==> config.mk <==
export PLATFORM = sky130hd
export DESIGN_NAME = lbs_ctrl
export DESIGN_NICKNAME = d
export VERILOG_FILES = /design/src/sv/lbs_pkg.sv /design/src/sv/lbs_ctrl.sv
export SDC_FILE = /design/constraint.sdc
export NUM_CORES = 1
export LEC_CHECK = 0
export BUFFER_PORTS_ARGS = -buffer_cell sky130_fd_sc_hd__clkbuf_2
export CELL_PAD_IN_SITES_DETAIL_PLACEMENT = 1
export CELL_PAD_IN_SITES_GLOBAL_PLACEMENT = 1
export CORE_ASPECT_RATIO = 0.8
export CORE_UTILIZATION = 25
export CTS_BUF_LIST = sky130_fd_sc_hd__clkbuf_8
export CTS_CLUSTER_DIAMETER = 50
export DETAILED_ROUTE_END_ITERATION = 10
export HOLD_SLACK_MARGIN = 0.03
export PLACE_DENSITY = 0.61
export SETUP_SLACK_MARGIN = 0.1
export SLEW_MARGIN = 0
export SYNTH_ARGS = -nofsm -noshare
export SYNTH_HDL_FRONTEND = slang
export SYNTH_SLANG_ARGS = --single-unit
==> constraint.sdc <==
create_clock -name clock -period 1.3 [get_ports clock]
set_input_delay 0.13 -clock clock [delete_from_list [all_inputs] [get_ports clock]]
set_output_delay 0.13 -clock clock [all_outputs]
set_load 0.03 [all_outputs]
==> src/sv/lbs_pkg.sv <==
// Package for the linear blend skinning unit: payload structs, FSM states,
// controller/datapath command and status structs, sizing constants.
// No dependencies.
package lbs_pkg;

   localparam int MAX_BONES_DEF = 64;
   localparam int FRAC_BITS_DEF = 16;
   localparam int WEIGHT_BITS   = 16;
   localparam int ELEMS         = 12;

   typedef struct packed {
      logic               mode;
      logic [5:0]         bone_index;
      logic [3:0]         element_index;
      logic signed [31:0] element_value;
      logic signed [31:0] pos_x;
      logic signed [31:0] pos_y;
      logic signed [31:0] pos_z;
      logic signed [31:0] norm_x;
      logic signed [31:0] norm_y;
      logic signed [31:0] norm_z;
      logic [16:0]        weight;
      logic               last_influence;
   } req_type;

   typedef struct packed {
      logic signed [31:0] out_pos_x;
      logic signed [31:0] out_pos_y;
      logic signed [31:0] out_pos_z;
      logic signed [31:0] out_norm_x;
      logic signed [31:0] out_norm_y;
      logic signed [31:0] out_norm_z;
   } rsp_type;

   typedef enum logic [2:0] {
      ST_IDLE,
      ST_ROW,
      ST_TAIL,
      ST_WEIGHT,
      ST_EMIT,
      ST_HOLD
   } state_type;

   // commands from controller to datapath
   typedef struct packed {
      logic       load;      // capture input item
      logic       mem_write; // write matrix element
      logic       rd_issue;  // issue matrix read for row
      logic [1:0] row;       // row being read/multiplied (0..3)
      logic       mac;       // accumulate products of registered row
      logic       mac_trans; // registered row is translation
      logic       finish;    // shift/saturate both sums
      logic       wmul;      // weight multiply and accumulate
      logic       emit;      // load result register, clear accumulators
   } cmd_type;

   typedef struct packed {
      logic mode;
      logic last;
      logic bone_ok;
   } status_type;

   // signed 64-bit saturating add
   function automatic logic signed [63:0] sat_add64(input logic signed [63:0] a,
                                                   input logic signed [63:0] b);
      logic signed [63:0] s;
      s = a + b;
      if (!a[63] && !b[63] && s[63]) return {1'b0, {63{1'b1}}};
      if (a[63] && b[63] && !s[63]) return {1'b1, {63{1'b0}}};
      return s;
   endfunction

   // saturate a 64-bit value to signed 32 bits
   function automatic logic signed [31:0] sat32(input logic signed [63:0] x);
      if (x > 64'sh000000007FFFFFFF) return 32'sh7FFFFFFF;
      if (x < -64'sh0000000080000000) return 32'sh80000000;
      return x[31:0];
   endfunction

endpackage

==> src/sv/lbs_ctrl.sv <==
// Controller FSM of the linear blend skinning unit.
// Depends on lbs_pkg.
module lbs_ctrl (
   input  logic                clock,
   input  logic                reset,
   input  logic                req_valid,
   output logic                req_ready,
   output logic                rsp_valid,
   input  logic                rsp_ready,
   input  lbs_pkg::status_type status,
   output lbs_pkg::cmd_type    cmd
);

   lbs_pkg::state_type state_ff, state_in;
   logic [1:0] row_ff, row_in;
   logic       rsp_full_ff, rsp_full_in;

   always_ff @(posedge clock) begin
      if (reset) begin
         state_ff    <= lbs_pkg::ST_IDLE;
         row_ff      <= 2'd0;
         rsp_full_ff <= 1'b0;
      end else begin
         state_ff    <= state_in;
         row_ff      <= row_in;
         rsp_full_ff <= rsp_full_in;
      end
   end

   assign rsp_valid = rsp_full_ff;

   // next state and commands
   always_comb begin
      state_in  = state_ff;
      row_in    = row_ff;
      cmd       = '0;
      req_ready = 1'b0;
      case (state_ff)
         lbs_pkg::ST_IDLE: begin
            req_ready = 1'b1;
            if (req_valid) begin
               cmd.load = 1'b1;
               if (status.mode) begin
                  state_in = lbs_pkg::ST_ROW;
                  row_in   = 2'd0;
               end
            end
         end
         // issue read of row_ff, multiply row registered last cycle
         lbs_pkg::ST_ROW: begin
            cmd.rd_issue  = 1'b1;
            cmd.row       = row_ff;
            cmd.mac       = (row_ff != 2'd0);
            cmd.mac_trans = 1'b0;
            row_in        = row_ff + 2'd1;
            if (row_ff == 2'd3) state_in = lbs_pkg::ST_TAIL;
         end
         lbs_pkg::ST_TAIL: begin
            cmd.mac       = 1'b1;
            cmd.mac_trans = 1'b1;
            state_in      = lbs_pkg::ST_WEIGHT;
         end
         lbs_pkg::ST_WEIGHT: begin
            cmd.finish = 1'b1;
            state_in   = lbs_pkg::ST_EMIT;
         end
         lbs_pkg::ST_EMIT: begin
            cmd.wmul = status.bone_ok;
            state_in = status.last ? lbs_pkg::ST_HOLD : lbs_pkg::ST_IDLE;
         end
         // move the sums to the output register once it frees up
         lbs_pkg::ST_HOLD: begin
            if (!rsp_full_ff || rsp_ready) begin
               cmd.emit = 1'b1;
               state_in = lbs_pkg::ST_IDLE;
            end
         end
         default: state_in = lbs_pkg::ST_IDLE;
      endcase
      if (state_ff == lbs_pkg::ST_IDLE && req_valid && !status.mode)
         cmd.mem_write = 1'b1;
      // output register fills on emit, drains when taken
      rsp_full_in = cmd.emit || (rsp_full_ff && !rsp_ready);
   end

   // hold a stalled result, never accept while busy, tail only after the last row, emit only into a free register
   a_rsp_hold: assert property (@(posedge clock) disable iff (reset)
      rsp_valid && !rsp_ready |=> rsp_valid)
      else $error("result dropped while stalled");
   a_no_accept_busy: assert property (@(posedge clock) disable iff (reset)
      state_ff != lbs_pkg::ST_IDLE |-> !req_ready)
      else $error("accept while busy");
   a_tail_after_row: assert property (@(posedge clock) disable iff (reset)
      state_ff == lbs_pkg::ST_TAIL |-> $past(state_ff) == lbs_pkg::ST_ROW)
      else $error("tail not after last row");
   a_emit_free: assert property (@(posedge clock) disable iff (reset)
      cmd.emit |-> !rsp_full_ff || rsp_ready)
      else $error("result overwritten");

endmodule

* Word-level counts from Yosys, hierarchy flattened *
Cells that the tools add are included.
Widths: inputs -> output; s select.

word-level totals
  register bits = 6
  latch bits = 0
  bits in writable memories = 0
  memory bits (read-only) = 0
  output and inout port bits = 12
  logic and storage cells = 46
  memories = 0

cells by class
  add/sub/neg operators = 1
  multipliers = 0
  divide/modulo/power cells = 0
  order comparisons = 0
  equality and inequality tests = 10
  shifts and indexed selects = 0
  multiplexer cells = 19
  bitwise logic cells = 0
  reductions and logical operators = 13

operator list
  cell                 count
  $mux 3               6
  $pmux 3 s6           1
  $mux 1               8
  $ne 2x2->1 const B   4
  $pmux 2 s2           2
  $eq 3x2->1 const B   2
  $eq 3x3->1 const B   2
  $mux 2               2
  $reduce_and 4->1     1
  $reduce_bool 2->1    2
  $eq 3x1->1 const B   1
  $logic_and 1x1->1    3
  $logic_not 1->1      3
  $logic_not 3->1      1
  $reduce_and 3->1     1
  $add 2x1->2 const B  1
  $eq 2x2->1 const B   1
  $logic_or 1x1->1     2

* Longest topological paths before layout *
  depth after elaboration = 5
  gate-level depth with buffers = 4
  depth with buffers taken out = 4

* Least setup slack after synthesis *
No wires, ideal clock.

  kind = register to output
  from = register state_ff[1]
  to = output port cmd[8] (netlist bit)
  data arrival time = 1.706 ns
  path slack = -0.536 ns
  stages on the path, launching flop included = 5
  cell sequence = dfxtp_1 -> buf_6 -> nor3_2 -> and2_1 -> and2b_1

RTL lines
  item                      RTL line        text
  start: declaration        lbs_ctrl.sv:14  lbs_pkg::state_type state_ff, state_in;
  start signal: assignment  lbs_ctrl.sv:20  state_ff <= lbs_pkg::ST_IDLE;
  start signal: assignment  lbs_ctrl.sv:24  state_ff <= state_in;
  end: declaration          lbs_ctrl.sv:11  output lbs_pkg::cmd_type cmd

==> flow_summary.ini <==
[critical_path]
r2r_end = state_ff[1]$_SDFFE_PP0P_
path_class = flop to primary output
crit_path_start_kind = flop
crit_slowest_cell = dfxtp_2
cp.arrival_ns = 1.26
r2r_slack_ns = 0.15
crit_path_max_fanout = 5
cp_top_family = simple AND/OR/NAND/NOR gates
r2r-start = state_ff[1]$_SDFFE_PP0P_
reg2reg_depth = 5
critPathRequiredTime_ns = 1.17
cpPeakStageDelay_ns = 0.33
cp-end-kind = primary output
worstPathCellList = buf_6 -> nor3b_4 -> and2_4 -> clkbuf_8
worst-path-buf-inv = 2

[sta]
timing.hold.ws_ns = 0.190
period_share_pct = 107
relSlewSlack_pct = 82.0
max_freq_mhz = 719
setup_slack_ns = -0.0916
worst_slew_pin_slew_ns = 0.270
clock_skew_ns = 0.000994
hold_viol_final = 0
rsz0062_at_grt = yes
final-setup-viol-count = 9
post-route-min-period_ns = 1.39
slew_violations = 0

[grt]
overflow = 0
grt_pass1_vias = 463
grt_pass1_wl_um = 2180
grt_max_degree = 15
antenna_found_initial = 0
grtUsageTotal_pct = 15.6

[layout]
final_cell_mix = 10 x clkbuf_8, 8 x buf_4, 7 x clkbuf_2
syn2layout_area_growth_pct = 91.5
final_common_cell = clkbuf_8
drive_gt1_share_pct = 69.0
final_net_count = 95
fin_cells = 106
fillCellCount = 202
antennaDiodeCount = 0

[logic_synthesis]
synth_area_leaders = dfxtp_1 26%, nand2b_1 6.9%, a221oi_2 6.6%, ha_1 5.5%, a21oi_1 4.4%
syn_area_sq_um = 455
yosysTopAreaCellShare_pct = 26.4
ys_warn_count = 0
synthesis.nets = 63
synth_cells = 54
ys_types = 27
synth.largest_area_cell = dfxtp_1
ys_seq_area_share_pct = 26.4
postSynthAreaPerCell_sq_um = 8.43
ys_seq_elements = 6

[routing]
drc = 0
post_drt_via_cell_ratio = 4.72
vias = 500
wl_um = 1420
drt_iter0_drc = 1
wire_per_inst_um = 13.4
detail-route-antenna-nets = 0
firstDrtPassIters = 4

[clock_network]
clk-insertion-delay-late_ns = 0.22
cts_inserted_buffers = 3
htreeDepth = 1
cts_tree = built
numClockSinks = 6
clkTransAtPathRegs_ns = 0.04
cts_root_buf = clkbuf_8
hold_buffers = 0
clockBufferDepth = 2

[floorplan]
start_util_pct = 27.5
dieArea_sq_mm = 0.00200
num_rows = 13
die_x_um = 49.7
die_h_um = 40.2
io_pins = 19
core_area_sq_mm = 0.00166

[hold_path]
min_to = state_ff[0]$_SDFFE_PP0P_
hp-start = reset
hold_depth = 2
hold_class = primary input to flop

[outcome]
status = finished with violations
violations = negative setup slack

[placement]
placed_cells = 99
gp_congestion = 0.729
numPortBuffers = 18
hpwl_um = 976
place_ws_ns = 0.0134

[power]
vdd_drop_max_v = 0.000542
power_leakage_nw = 0.385
power.density_mw_per_mm2 = 1190

[run]
max_cap_violations = 0
## sequential cells by signal (all words and copies together) (netlist names)
| name | cells |
|---|---|
| state_ff | 3 |
| rsp_valid | 1 |
| row_ff | 2 |
## layer usage
layer	routed length (um)	vias up	track usage, %
met2	683	14	26.4
met3	48	2	3.03
met5	0	-	0
met4	10	0	6.43
li1	-	252	-
met1	673	232	20.0
## timing repair
action / 4_1_cts / 5_1_grt
pin swaps: 4 / 4
endpoints found under the hold margin: 0 / 0
resized for setup: 31 / 13
setup buffers: 3 / 1
endpoints found under the setup margin: 12 / 15
## area by class of cell
class | count | area [sq um] | area share, %
repair buffers | 30 | 282 | 32.3
well taps | 22 | 27.5 | 3.16
flip-flops and latches | 6 | 134 | 15.4
clock buffers | 3 | 41.3 | 4.73
inverters | 3 | 11.3 | 1.29
multi-input cells | 42 | 377 | 43.2
## worst register-to-register path, stage by stage (launching register included)
cell and delay (ns):
dfxtp_2 0.36, and2b_2 0.27, buf_6 0.13, buf_4 0.12
nand2_1 0.08, a211oi_2 0.06
## worst max path at each step
stage	startpoint	to	slack, ns	cells past startpoint
after floorplan	state_ff[0]$_SDFFE_PP0P_	cmd[8]	-0.18	4
after global placement	state_ff[1]$_SDFFE_PP0P_	cmd[6]	0.05	4
after detailed placement	state_ff[0]$_SDFFE_PP0P_	cmd[4]	0.01	4
after CTS	state_ff[1]$_SDFFE_PP0P_	cmd[6]	-0.1	4
after global routing	state_ff[1]$_SDFFE_PP0P_	cmd[6]	-0.14	4
final	state_ff[1]$_SDFFE_PP0P_	cmd[6]	-0.09	4
## power by group
part	total [W]	internal [W]	switching (W)
Sequential	0.000263	0.000213	0.0000497
Clock	0.000276	0.000199	0.0000775
Combinational	0.000503	0.000274	0.000229
Total	0.00104	0.000685	0.000357
## cells in the mapped netlist
master / instances
inv_1: 3
a31oi_1: 1
a21o_1: 2
o31ai_1: 1
nor3_2: 1
a221oi_2: 2
ha_1: 2
and3_1: 1
buf_6: 1
nand3b_1: 1
buf_4: 1
nor3b_1: 1
a211oi_1: 1
and2_1: 3
nor4bb_1: 1
nor2_1: 4
nand2_1: 4
a211oi_2: 1
nor3b_2: 1
and3b_1: 2
nand2b_1: 5
nor3_1: 1
o21ai_1: 1
dfxtp_1: 6
buf_2: 1
and2b_1: 2
a21oi_1: 4
## logic make-up after synthesis
family	count (synthesis)	synth area share, %
DFF	6	26.4
adders and majority gates	2	5.49
AOI/OAI and AO/OA	13	22.8
buffers and inverters	6	7.69
and+or+nand+nor	27	37.6
## stage by stage
step / cell area [sq um] / TNS, ns / util [%] / power, W
6_report: 872 / -0.455 / 52.6 / 0.00104
5_1_grt: 872 / -0.946 / 52.6 / 0.00110
4_1_cts: 830 / -0.532 / 50.0 / 0.00102
3_5_place_dp: 658 / 0 / 39.7 / 0.000632
3_3_place_gp: 658 / 0 / 39.7 / 0.000626
2_1_floorplan: 508 / -0.302 / - / 0.000509
Note: power is estimated with default switching activity, not from simulation.
